$ cat src/rtl/core/ppa_pkg.sv
`default_nettype none
package ppa_pkg;

  localparam int PAGES = 32;
  localparam int AW    = (PAGES > 1) ? $clog2(PAGES) : 1;
  localparam int PW    = $clog2(PAGES + 1);

  localparam logic [7:0] USED_BIT  = 8'h80;
  localparam logic [7:0] LEN_MASK  = 8'h7f;
  localparam logic [7:0] NO_HANDLE = 8'hff;
  localparam logic [6:0] COUNT_MAX = 7'h7f;

  localparam logic [1:0] OP_ALLOC  = 2'd0;
  localparam logic [1:0] OP_SHRINK = 2'd1;
  localparam logic [1:0] OP_FREE   = 2'd2;

  localparam logic [1:0] ST_OK      = 2'd0;
  localparam logic [1:0] ST_NOSPACE = 2'd1;
  localparam logic [1:0] ST_NONE    = 2'd2;
  localparam logic [1:0] ST_RANGE   = 2'd3;

  // one access per cycle: a write when we, else a read
  typedef struct packed {
    logic          en;
    logic          we;
    logic [AW-1:0] addr;
    logic [7:0]    wdata;
  } ppa_mreq_t;

  typedef struct packed {
    logic idle;
    logic done;
  } ppa_sts_t;

  typedef struct packed {
    logic [7:0] handle;
    logic [1:0] status;
    logic [6:0] count;
  } ppa_res_t;

  // span length of a head word at page at: zero counts as one, cut at last page
  function automatic logic [PW-1:0] span_len(input logic [7:0] d, input logic [PW-1:0] at);
    logic [7:0] l8;
    logic [7:0] lim8;
    l8   = d & LEN_MASK;
    lim8 = 8'(PAGES) - 8'(at);
    if (l8 == 8'd0) l8 = 8'd1;
    if (l8 > lim8) l8 = lim8;
    return PW'(l8);
  endfunction

  // bytes rounded up to 256-byte pages, at least one
  function automatic logic [8:0] pages_for(input logic [15:0] bytes);
    logic [8:0] p;
    p = {1'b0, bytes[15:8]} + 9'(bytes[7:0] != 8'd0);
    if (p == 9'd0) p = 9'd1;
    return p;
  endfunction

endpackage
`default_nettype wire

$ cat src/rtl/core/ppa_map.sv
`default_nettype none
module ppa_map (
  input  wire logic              clk,
  input  wire logic              rst,
  input  wire ppa_pkg::ppa_mreq_t req,
  output logic [7:0]             rdata
);
  import ppa_pkg::*;

  logic [7:0]       mem [PAGES];
  logic [PAGES-1:0] vld;
  logic [7:0]       mem_q;
  logic [7:0]       rst_q;
  logic             vld_q;

  // entries never written read as the reset map
  always_ff @(posedge clk) begin
    if (rst) begin
      vld <= '0;
    end else if (req.en && req.we) begin
      vld[req.addr] <= 1'b1;
    end
  end

  always_ff @(posedge clk) begin
    if (req.en) begin
      if (req.we) begin
        mem[req.addr] <= req.wdata;
      end else begin
        mem_q <= mem[req.addr];
        vld_q <= vld[req.addr];
        rst_q <= (req.addr == '0) ? (8'(PAGES) & LEN_MASK) : 8'd1;
      end
    end
  end

  assign rdata = vld_q ? mem_q : rst_q;

endmodule
`default_nettype wire

$ cat src/rtl/core/ppa_seq.sv
`default_nettype none
module ppa_seq (
  input  wire logic              clk,
  input  wire logic              rst,
  input  wire logic              start,
  input  wire logic [1:0]        op,
  input  wire logic [7:0]        handle,
  input  wire logic [15:0]       length,
  input  wire logic              take,
  input  wire logic [7:0]        rdata,
  output ppa_pkg::ppa_mreq_t     mreq,
  output ppa_pkg::ppa_sts_t      sts,
  output ppa_pkg::ppa_res_t      res
);
  import ppa_pkg::*;

  typedef enum logic [11:0] {
    S_IDLE   = 12'b000000000001,
    S_A_CHK  = 12'b000000000010,
    S_A_WR2  = 12'b000000000100,
    S_H_CHK  = 12'b000000001000,
    S_H_WR2  = 12'b000000010000,
    S_C_RD   = 12'b000000100000,
    S_C_HEAD = 12'b000001000000,
    S_C_SCAN = 12'b000010000000,
    S_C_WR   = 12'b000100000000,
    S_FIN    = 12'b001000000000,
    S_A_RD   = 12'b010000000000,
    S_H_RD   = 12'b100000000000
  } state_t;

  state_t        state, state_next;
  logic [1:0]    op_q;
  logic [7:0]    hdl, hdl_next;
  logic [8:0]    req, req_next;
  logic [PW-1:0] n, n_next;
  logic [PW-1:0] m, m_next;
  logic [PW-1:0] acc, acc_next;
  logic [AW-1:0] wr2_addr, wr2_addr_next;
  logic [7:0]    wr2_data, wr2_data_next;
  logic [7:0]    res_hdl, res_hdl_next;
  logic [1:0]    status, status_next;
  logic [6:0]    count, count_next;

  logic [PW-1:0] len_n, len_m, len_h;
  logic [PW:0]   sum_n, sum_m, sum_acc;
  logic          used;

  assign len_n   = span_len(rdata, n);
  assign len_m   = span_len(rdata, m);
  assign len_h   = span_len(rdata, PW'(hdl[AW-1:0]));
  assign sum_n   = (PW+1)'(n) + (PW+1)'(len_n);
  assign sum_m   = (PW+1)'(m) + (PW+1)'(len_m);
  assign sum_acc = (PW+1)'(n) + (PW+1)'(acc);
  assign used    = rdata[7];

  always_comb begin
    state_next    = state;
    hdl_next      = hdl;
    req_next      = req;
    n_next        = n;
    m_next        = m;
    acc_next      = acc;
    wr2_addr_next = wr2_addr;
    wr2_data_next = wr2_data;
    res_hdl_next  = res_hdl;
    status_next   = status;
    count_next    = count;
    mreq          = '0;
    unique case (state)
      S_IDLE: begin
        if (start) begin
          hdl_next     = handle;
          req_next     = pages_for(length);
          res_hdl_next = NO_HANDLE;
          status_next  = ST_OK;
          n_next       = '0;
          if (op == OP_ALLOC) begin
            state_next = S_A_RD;
          end else if (op == OP_SHRINK || op == OP_FREE) begin
            if (handle == NO_HANDLE) begin
              status_next = ST_NONE;
              state_next  = S_FIN;
            end else if (handle >= 8'(PAGES)) begin
              status_next = ST_RANGE;
              state_next  = S_FIN;
            end else begin
              state_next = S_H_RD;
            end
          end else begin
            state_next = S_FIN;
          end
        end
      end
      S_A_RD: begin
        mreq.en    = 1'b1;
        mreq.addr  = n[AW-1:0];
        state_next = S_A_CHK;
      end
      S_A_CHK: begin
        if (!used && 9'(len_n) >= req) begin
          mreq.en       = 1'b1;
          mreq.we       = 1'b1;
          mreq.addr     = n[AW-1:0];
          mreq.wdata    = {1'b1, req[6:0]};
          res_hdl_next  = 8'(n);
          if (count < COUNT_MAX) count_next = count + 7'd1;
          wr2_addr_next = AW'(9'(n) + req);
          wr2_data_next = {1'b0, 7'(9'(len_n) - req)};
          state_next    = (9'(len_n) > req) ? S_A_WR2 : S_FIN;
        end else if (sum_n >= (PW+1)'(PAGES)) begin
          status_next = ST_NOSPACE;
          state_next  = S_FIN;
        end else begin
          mreq.en   = 1'b1;
          mreq.addr = sum_n[AW-1:0];
          n_next    = PW'(sum_n);
        end
      end
      S_A_WR2, S_H_WR2: begin
        mreq.en    = 1'b1;
        mreq.we    = 1'b1;
        mreq.addr  = wr2_addr;
        mreq.wdata = wr2_data;
        state_next = (state == S_A_WR2) ? S_FIN : S_C_RD;
      end
      S_H_RD: begin
        mreq.en    = 1'b1;
        mreq.addr  = hdl[AW-1:0];
        state_next = S_H_CHK;
      end
      S_H_CHK: begin
        if (op_q == OP_SHRINK) begin
          if (9'(len_h) > req) begin
            mreq.en       = 1'b1;
            mreq.we       = 1'b1;
            mreq.addr     = hdl[AW-1:0];
            mreq.wdata    = {1'b1, req[6:0]};
            wr2_addr_next = AW'(9'(hdl) + req);
            wr2_data_next = {1'b0, 7'(9'(len_h) - req)};
            state_next    = S_H_WR2;
          end else begin
            state_next = S_FIN;
          end
        end else begin
          mreq.en    = 1'b1;
          mreq.we    = 1'b1;
          mreq.addr  = hdl[AW-1:0];
          mreq.wdata = rdata & LEN_MASK;
          if (count != 7'd0) count_next = count - 7'd1;
          state_next = S_C_RD;
        end
      end
      S_C_RD: begin
        mreq.en    = 1'b1;
        mreq.addr  = n[AW-1:0];
        state_next = S_C_HEAD;
      end
      S_C_HEAD: begin
        if (used) begin
          if (sum_n >= (PW+1)'(PAGES)) begin
            state_next = S_FIN;
          end else begin
            mreq.en   = 1'b1;
            mreq.addr = sum_n[AW-1:0];
            n_next    = PW'(sum_n);
          end
        end else begin
          acc_next = len_n;
          m_next   = PW'(sum_n);
          if (sum_n < (PW+1)'(PAGES)) begin
            mreq.en    = 1'b1;
            mreq.addr  = sum_n[AW-1:0];
            state_next = S_C_SCAN;
          end else begin
            state_next = S_C_WR;
          end
        end
      end
      S_C_SCAN: begin
        if (used) begin
          state_next = S_C_WR;
        end else begin
          acc_next = PW'((PW+1)'(acc) + (PW+1)'(len_m));
          m_next   = PW'(sum_m);
          if (sum_m < (PW+1)'(PAGES)) begin
            mreq.en   = 1'b1;
            mreq.addr = sum_m[AW-1:0];
          end else begin
            state_next = S_C_WR;
          end
        end
      end
      S_C_WR: begin
        mreq.en    = 1'b1;
        mreq.we    = 1'b1;
        mreq.addr  = n[AW-1:0];
        mreq.wdata = 8'(acc) & LEN_MASK;
        n_next     = PW'(sum_acc);
        state_next = (sum_acc >= (PW+1)'(PAGES)) ? S_FIN : S_C_RD;
      end
      S_FIN: begin
        if (take) state_next = S_IDLE;
      end
      default: state_next = S_IDLE;
    endcase
  end

  always_ff @(posedge clk) begin
    if (rst) begin
      state <= S_IDLE;
      count <= '0;
    end else begin
      state <= state_next;
      count <= count_next;
    end
  end

  always_ff @(posedge clk) begin
    if (start && state == S_IDLE) op_q <= op;
    hdl      <= hdl_next;
    req      <= req_next;
    n        <= n_next;
    m        <= m_next;
    acc      <= acc_next;
    wr2_addr <= wr2_addr_next;
    wr2_data <= wr2_data_next;
    res_hdl  <= res_hdl_next;
    status   <= status_next;
  end

  assign sts.idle   = (state == S_IDLE);
  assign sts.done   = (state == S_FIN);
  assign res.handle = res_hdl;
  assign res.status = status;
  assign res.count  = count;

endmodule
`default_nettype wire

$ cat src/rtl/core/packet_page_allocator.sv
`default_nettype none
// First-fit page allocator for a packet buffer of PAGES 256-byte pages. Each
// word carries op (0 allocate, 1 shrink, 2 free), handle and a byte length and
// gets back one word: result_handle, status and the live packet count. The
// span map sits in a single-port RAM with a registered read, one access a
// cycle. Allocate reads and checks each head it walks, then writes the new
// head, plus the remainder head for a split. Shrink and free read and rewrite
// the head (a shrink also writes the remainder head for a split) and run a
// coalesce pass over the whole map that skips used heads and merges each free
// run of spans into one head, then hand the word over. A shrink that does not
// shrink skips the pass. Bad or none handles go straight to the finish state.
// No clearing pass after reset: per-page valid flops make unwritten pages
// read as the reset map. A finished word waits in the output register while
// the next word is taken.
module packet_page_allocator (
  input  wire logic        clk,
  input  wire logic        rst,
  input  wire logic        in_valid,
  output logic             in_stall,
  input  wire logic [1:0]  op,
  input  wire logic [7:0]  handle,
  input  wire logic [15:0] length,
  output logic             out_valid,
  input  wire logic        out_stall,
  output logic [7:0]       result_handle,
  output logic [1:0]       status,
  output logic [6:0]       packet_count
);
  import ppa_pkg::*;

  ppa_mreq_t mreq;
  ppa_sts_t  sts;
  ppa_res_t  res;
  logic [7:0] rdata;
  logic       start;
  logic       take;

  // sequencer takes a new word only when idle
  assign in_stall = !sts.idle;
  assign start    = in_valid && !in_stall;
  // hand the result over once the output register is free
  assign take     = sts.done && (!out_valid || !out_stall);

  ppa_map u_map (
    .clk   (clk),
    .rst   (rst),
    .req   (mreq),
    .rdata (rdata)
  );

  ppa_seq u_seq (
    .clk    (clk),
    .rst    (rst),
    .start  (start),
    .op     (op),
    .handle (handle),
    .length (length),
    .take   (take),
    .rdata  (rdata),
    .mreq   (mreq),
    .sts    (sts),
    .res    (res)
  );

  always_ff @(posedge clk) begin
    if (rst) begin
      out_valid <= 1'b0;
    end else if (take) begin
      out_valid <= 1'b1;
    end else if (!out_stall) begin
      out_valid <= 1'b0;
    end
  end

  always_ff @(posedge clk) begin
    if (take) begin
      result_handle <= res.handle;
      status        <= res.status;
      packet_count  <= res.count;
    end
  end

  // a taken word keeps the sequencer busy the next cycle
  a_busy_after_start: assert property (@(posedge clk) disable iff (rst)
    start |=> in_stall)
    else $error("accepted word did not occupy the sequencer");

  // a real handle only comes with ok status and lies inside the buffer
  a_handle_ok: assert property (@(posedge clk) disable iff (rst)
    (out_valid && result_handle != NO_HANDLE) |->
      (status == ST_OK && result_handle < 8'(PAGES)))
    else $error("allocated handle with bad status or out of range");

  // no-space result never carries a handle
  a_nospace: assert property (@(posedge clk) disable iff (rst)
    (out_valid && status == ST_NOSPACE) |-> result_handle == NO_HANDLE)
    else $error("no-space result carries a handle");

endmodule
`default_nettype wire
$ cat config.mk
export PLATFORM = sky130hd
export DESIGN_NAME = packet_page_allocator
export DESIGN_NICKNAME = d
export VERILOG_FILES = /design/src/rtl/core/ppa_pkg.sv /design/src/rtl/core/ppa_map.sv /design/src/rtl/core/ppa_seq.sv /design/src/rtl/core/packet_page_allocator.sv
export SDC_FILE = /design/constraint.sdc
export NUM_CORES = 1
export LEC_CHECK = 0
export BUFFER_PORTS_ARGS = -buffer_cell sky130_fd_sc_hd__buf_2
export CORE_ASPECT_RATIO = 0.75
export CORE_MARGIN = 4
export CORE_UTILIZATION = 40
export CTS_CLUSTER_SIZE = 25
export DETAILED_ROUTE_END_ITERATION = 8
export PLACE_DENSITY_LB_ADDON = 0.25
export SETUP_SLACK_MARGIN = 0.5
export SLEW_MARGIN = 0
export SYNTH_ARGS = -nofsm -noshare
export SYNTH_HDL_FRONTEND = slang
export SYNTH_SLANG_ARGS = --single-unit
export TNS_END_PERCENT = 100
$ cat constraint.sdc
create_clock -name clk -period 10.3 [get_ports clk]
set_input_delay 0.515 -clock clk [delete_from_list [all_inputs] [get_ports clk]]
set_output_delay 0.515 -clock clk [all_outputs]
set_load 0.01 [all_outputs]
==> results of run 1 <==
routing by layer:
metal / track usage, % / wire (um)
met5: 0 / 0
met1: 35.26 / 27180
met4: 5.870 / 1351
met3: 6.444 / 7016
met2: 31.39 / 23890
worst paths after layout:
kind                                       start                          to  slack [ps]  cells past startpoint
hold reg to reg   u_seq.res_hdl[0]$_SDFFCE_PN1P_  result_handle[0]$_DFFE_PP_         420                      0
setup reg to reg        u_map.mem_q[2]$_DFFE_PP_    u_map.mem_q[0]$_DFFE_PP_        2100                     26
hold / removal                         handle[2]      u_seq.hdl[2]$_DFFE_PP_         140                      1
setup / recovery        u_map.mem_q[2]$_DFFE_PP_    u_map.mem_q[0]$_DFFE_PP_        2100                     26
power by group:
| part | switching, mW | internal, mW | leakage, nW | total, mW |
|---|---|---|---|---|
| clock | 0.640 | 0.902 | 0.678 | 1.54 |
| sequential | 0.0460 | 1.75 | 3.67 | 1.80 |
| combinational | 0.370 | 0.207 | 3.27 | 0.578 |
| total | 1.06 | 2.86 | 7.62 | 3.91 |
kinds of logic after synthesis:
logic type	Yosys count	synth area share, %
XOR/XNOR	49	2.232
buffers and inverters	140	3.266
adder cells (fa/ha/maj)	81	5.543
AND/OR/NAND/NOR	565	14.24
multiplexers	75	3.956
AO/OA/AOI/OAI	342	12.58
flip-flops	390	58.19
final cells by class:
class | instances | area (um^2)
antenna | 1 | 2.502
clock buffer | 56 | 1132
clock inverter | 20 | 254.0
fill | 4465 | 25980
inverter | 51 | 193.9
multi-input combinational | 1112 | 7462
sequential | 390 | 11190
tap | 639 | 799.5
timing repair buffer | 76 | 462.9
through the flow:
step / cells / util [%] / instance area, um^2 / power, mW
after floorplan: 1642 / - / 19230 / 2.210
after global placement: 2268 / 42.35 / 20110 / 2.381
after detailed placement: 2268 / 42.35 / 20110 / 2.391
after CTS: 2344 / 45.27 / 21500 / 3.922
after global routing: 2344 / 45.27 / 21500 / 4.057
final: 2345 / 45.28 / 21500 / 3.914
worst register-to-register path, cell delays in order, from the launching register on:
cell and delay, ps:
edfxtp_1 410, nor4_1 300, a21oi_1 110, a22oi_1 500, inv_1 240, ha_1 280
nor2b_1 120, o21a_1 120, o21a_1 100, o21a_1 100, o21a_1 110, o22ai_1 80
a22o_1 310, o21ai_0 560, inv_1 130, fa_1 490, nor2b_1 170, o21ai_0 110
a31oi_2 450, a2bb2oi_4 180, buf_4 460, nand4_4 540, buf_4 590, a211oi_1 480
a211oi_1 140, nor4_1 720, nand3_1 130
state kept, by name, indices dropped and copies added (netlist names), 5 cells and up:
signal / cells
u_map.mem_q: 8
u_seq.wr2_addr: 5
packet_count: 7
u_map.vld: 32
u_seq.wr2_data: 7
u_map.mem: 256
u_seq.n: 6
u_seq.res_hdl: 7
u_seq.acc: 6
u_seq.m: 6
u_seq.state: 12
u_seq.count: 7
u_seq.req: 9
result_handle: 7
u_seq.hdl: 5
cell usage in the layout, fill, tap and decap left out, types with 10 or more instances in the layout:
| master | netlist | routed |
|---|---|---|
| nand4_1 | 21 | 21 |
| mux2i_1 | 67 | 67 |
| a21o_1 | 16 | 16 |
| inv_1 | 49 | 49 |
| a31oi_1 | 34 | 33 |
| buf_4 | 10 | 27 |
| nor2_1 | 188 | 188 |
| a211oi_1 | 71 | 71 |
| a21oi_1 | 56 | 55 |
| nand3_1 | 34 | 34 |
| edfxtp_1 | 338 | 338 |
| nand2_1 | 151 | 151 |
| or3_1 | 13 | 13 |
| o21a_1 | 12 | 12 |
| xnor2_1 | 25 | 25 |
| nor2b_1 | 11 | 11 |
| a221oi_1 | 22 | 22 |
| nor4_1 | 53 | 53 |
| nor3_1 | 23 | 23 |
| a221o_1 | 12 | 12 |
| ha_1 | 74 | 74 |
| buf_2 | 20 | 48 |
| dfxtp_1 | 52 | 52 |
| and2_1 | 12 | 12 |
| clkbuf_16 | 0 | 41 |
| xor2_1 | 24 | 24 |
| clkbuf_1 | 53 | 10 |
| o21ai_0 | 53 | 53 |
==> impl_metrics.tcl, run 1 <==
set metrics [dict create \
    required_ps 10580 \
    synth_area_leader_cell "edfxtp_1" \
    critical-path-top-delay-family "compound AO/OA/AOI/OAI gates" \
    crit_path_max_fanout 67 \
    nNetsFinal 1783 \
    path_common_cell "o21a_1" \
    syn_to_final_growth_pct 11.79 \
    clock-sinks 390 \
    max_freq_mhz 121.9 \
    syn-num-nets 1753 \
    syn_area_um2 19230 \
    setup_tns_ps 0 \
    drt-wirelength-per-cell_um 25.35 \
    ir_worst_vdd_v 0.0001021 \
    grt_max_degree 70 \
    num_vias 14100 \
    hpwl_um 40410 \
    layout_setup_ws_ps 2097 \
    cts_tree "yes" \
    power.density_nw_per_um2 182.1 \
    fp.dieH_um 197.9 \
    grt-ovfl-total 0 \
    cpMaxStageDelayCell "nor4_1" \
    whs_ps 136.4 \
    final_antenna_net_count 0 \
    fp.dieArea_um2 51690 \
    drt-pass1-iter-count 8 \
    cts_hold_buffers 0 \
    clk_latency_ps 580 \
    period_needed_ps 8203 \
    critPathKind "flip-flop to flip-flop" \
    relSlewSlack_pct 18.92 \
    crit_buf_inv 4 \
    grt_pass1_vias 13530 \
    antenna_found_initial 0 \
    rsz0062_at_grt "false" \
    ys_top_cells_by_count "338 x edfxtp_1, 188 x nor2_1, 151 x nand2_1" \
    synth-seq-cells 390 \
    cts_resized 0 \
    yosysWarnings 0 \
    crit_arrival_ps 8490 \
    io_buffers 48 \
    tightest_slew_ps 1213 \
    grt_usage_pct 22.83 \
    drt-vias-per-instance 6.011 \
    io_pins 49 \
    postCtsSetupBuffers 0 \
    fin_crit_sh_pct 79.64 \
    synth.most_common_cell "edfxtp_1" \
    cts-root-buf "clkbuf_16" \
    synthArstFlopShare_pct 0 \
    num_rows 69 \
    outcome "finished clean" \
    die_w_um 261.2 \
    first_iter_violations 1740 \
    pre_cts_slack_ps 2163 \
    layout-drive-gt1-share_pct 11.20 \
    fp.coreArea_um2 47480 \
    drc 0 \
    critPathMaxStageDelay_ps 720 \
    cts.clk_slew.worst_paths_ps 60 \
    maxCapViolCount 0 \
    synth_area_leaders "edfxtp_1 53%, dfxtp_1 5.4%, ha_1 4.8%" \
    drv_slew 0 \
    cts_htree_levels 2 \
    ctsLongestPathBuffers 3 \
    cts_buffers 41 \
    cellLeakagePower_nw 7.619 \
    place.gp.congestion 0.9432 \
    grt_pass1_wl_um 88430 \
    syn_area_per_cell_um2 11.71 \
    setup_viol 0 \
    hold_viol 0 \
    crit_path_start_kind "flip-flop" \
    finalWirelength_um 59440 \
    synth.top_cell.area_share_pct 52.78 \
    synthCells 1642 \
    start_util_pct 40.50 \
    worstHoldPathType "input pin to flip-flop" \
    fin_skew_ps 17.20 \
    crit_path_end_kind "flip-flop" \
    synth.yosys.seq_area_share_pct 58.19 \
    synth_edf_count 338 \
    netlist-cell-type-count 84 \
    synthFlopType "edfxtp_1" \
]
(Power assumes the default switching activity.)
==> inputs of run 2 (changes only) <==
==> constraint.sdc (replaced) <==
create_clock -name clk -period 7.08 [get_ports clk]
set_input_delay 0.354 -clock clk [delete_from_list [all_inputs] [get_ports clk]]
set_output_delay 0.354 -clock clk [all_outputs]
set_load 0.01 [all_outputs]
==> impl_metrics.tcl, run 2 (synthesis results as in run 1) <==
set metrics [dict create \
    drv_slew 0 \
    die_w_um 261.2 \
    fp.dieH_um 197.9 \
    nNetsFinal 1887 \
    setup_viol 0 \
    crit_path_max_fanout 16 \
    dp_cells 2346 \
    grt_pass1_wl_um 89890 \
    fillers 4284 \
    required_ps 7360 \
    drt-vias-per-instance 5.927 \
    pre_cts_slack_ps 167.0 \
    final_cell_mix "338 x edfxtp_1, 185 x nor2_1, 151 x nand2_1, 111 x buf_4, 73 x ha_1" \
    num_vias 14500 \
    tightest_slew_ps 1205 \
    largest_reg_flops 256 \
    power_frac_seq_pct 45.6 \
    worstHoldPathCells 3 \
    critPathKind "flip-flop to flip-flop" \
    cts_buffers 41 \
    outcome "finished clean" \
    cpMaxStageDelayCell "edfxtp_1" \
    whs_ps 104.0 \
    grt_max_degree 64 \
    relSlewSlack_pct 19.64 \
    swShare_pct 27.39 \
    grt_usage_pct 23.16 \
    cts_htree_levels 2 \
    worstHoldPathType "input pin to flip-flop" \
    cts_tree "yes" \
    ctsLongestPathBuffers 3 \
    reg2reg_to "u_map.mem_q[1]$_DFFE_PP_" \
    antenna_cells 0 \
    crit_path_start_kind "flip-flop" \
    path_common_cell "o21a_1" \
    drt-pass1-iter-count 7 \
    io_pins 49 \
    clockPowerShare_pct 37.6 \
    io_buffers 48 \
    max_freq_mhz 156.1 \
    reg2reg_slack_ps 670 \
    critPathMaxStageDelay_ps 460 \
    min_from "out_stall" \
    fin_crit_sh_pct 90.49 \
    cts.clk_slew.worst_paths_ps 60 \
    antenna_found_initial 0 \
    fin_skew_ps 18.66 \
    clock-sinks 390 \
    whs_endpoint "out_valid$_SDFFE_PP0P_" \
    syn_to_final_growth_pct 17.40 \
    hpwl_um 41430 \
    rsz0062_at_grt "true" \
    p_int_mw 4.131 \
    layout-drive-gt1-share_pct 17.75 \
    power.density_nw_per_um2 252.0 \
    clk_latency_ps 550 \
    layout_setup_ws_ps 673.2 \
    ir_worst_vdd_v 0.0001586 \
    fp.coreArea_um2 47480 \
    reg2reg_depth 29 \
    period_needed_ps 6407 \
    combPwrFrac_pct 16.9 \
    reg2reg_from "u_map.mem_q[2]$_DFFE_PP_" \
    drc 0 \
    fp.dieArea_um2 51690 \
    maxCapViolCount 0 \
    switching_power_mw 1.558 \
    finalWirelength_um 61230 \
    setup_tns_ps 0 \
    hold_viol 0 \
    crit_arrival_ps 6690 \
    layout_commonest_cell "edfxtp_1" \
    cts-root-buf "clkbuf_16" \
    first_iter_violations 2045 \
    stdcell_count 2447 \
    reg_top3 "u_map.mem (256), u_map.vld (32), u_seq.state (12)" \
    place.gp.congestion 0.9741 \
    utilization_pct 47.55 \
    grt-ovfl-total 0 \
    drt-wirelength-per-cell_um 25.02 \
    final_antenna_net_count 0 \
    cellLeakagePower_nw 8.205 \
    grt_pass1_vias 13710 \
    num_rows 69 \
    start_util_pct 40.50 \
    regMostFlops "u_map.mem" \
    crit_path_end_kind "flip-flop" \
]
[run 2: critical path, delay by kind of cell, from the launching register on]
family | cells | cell delay, ps
AO/OA/AOI/OAI | 15 | 2730
buffers and inverters | 6 | 1060
flip-flops | 1 | 460
AND/OR/NAND/NOR | 5 | 990
adder cells (fa/ha/maj) | 3 | 850
[run 2: cell type report]
type	instances	area [um^2]	share of cell area, %
Timing Repair Buffer	180	1424	6.307
Multi-Input combinational cell	1112	7659	33.92
Inverter	51	197.7	0.8756
Sequential cell	390	11190	49.57
Tap cell	639	799.5	3.541
Clock buffer	53	1101	4.877
Clock inverter	22	205.2	0.9089
[run 2: metal layers]
metal	track usage, %	up-vias	wire, um
met5	0	-	0
met4	4.427	0	997
li1	-	6506	-
met2	32.71	779	25460
met1	36.88	7134	28250
met3	4.692	84	6527
[run 2: worst max path at each step]
stage | start | to | slack [ps] | cells past startpoint
after floorplan | u_seq.n[1]$_DFFE_PP_ | u_map.mem[27][0]$_DFFE_PP_ | 1150 | 26
final | u_map.mem_q[2]$_DFFE_PP_ | u_map.mem_q[1]$_DFFE_PP_ | 670 | 29
after global routing | u_map.mem_q[2]$_DFFE_PP_ | u_map.vld_q$_DFFE_PP_ | 390 | 27
after global placement | u_seq.n[0]$_DFFE_PP_ | u_map.mem_q[4]$_DFFE_PP_ | 150 | 29
after CTS | u_map.mem_q[2]$_DFFE_PP_ | u_map.mem_q[4]$_DFFE_PP_ | 490 | 30
after detailed placement | u_seq.n[0]$_DFFE_PP_ | u_map.mem_q[4]$_DFFE_PP_ | 170 | 29
[run 2: through the flow]
step	cell area (um^2)	total power, mW
after floorplan	19230	3.215
after global placement	20790	3.525
after detailed placement	20790	3.528
after CTS	22200	5.664
after global routing	22580	5.920
final	22580	5.689
[run 2: what timing repair did]
item | 4_1_cts | 5_1_grt
hold endpoints to repair | 7 | 0
setup endpoints to repair | 12 | 297
hold buffers | 7 | 0
setup buffers | 3 | 14
pin swaps | 1 | 8
gates cloned | 0 | 2
gates resized for setup | 4 | 49
[run 2: power by group through the flow]
stage          Sequential, mW  Clock, mW  Combinational (mW)
5_1_grt                  2.59       2.28                1.05
3_3_place_gp             2.65          0               0.879
6_report                 2.59       2.14               0.961
3_5_place_dp             2.65          0               0.882
2_1_floorplan            2.62          0               0.595
4_1_cts                  2.59       2.17               0.904
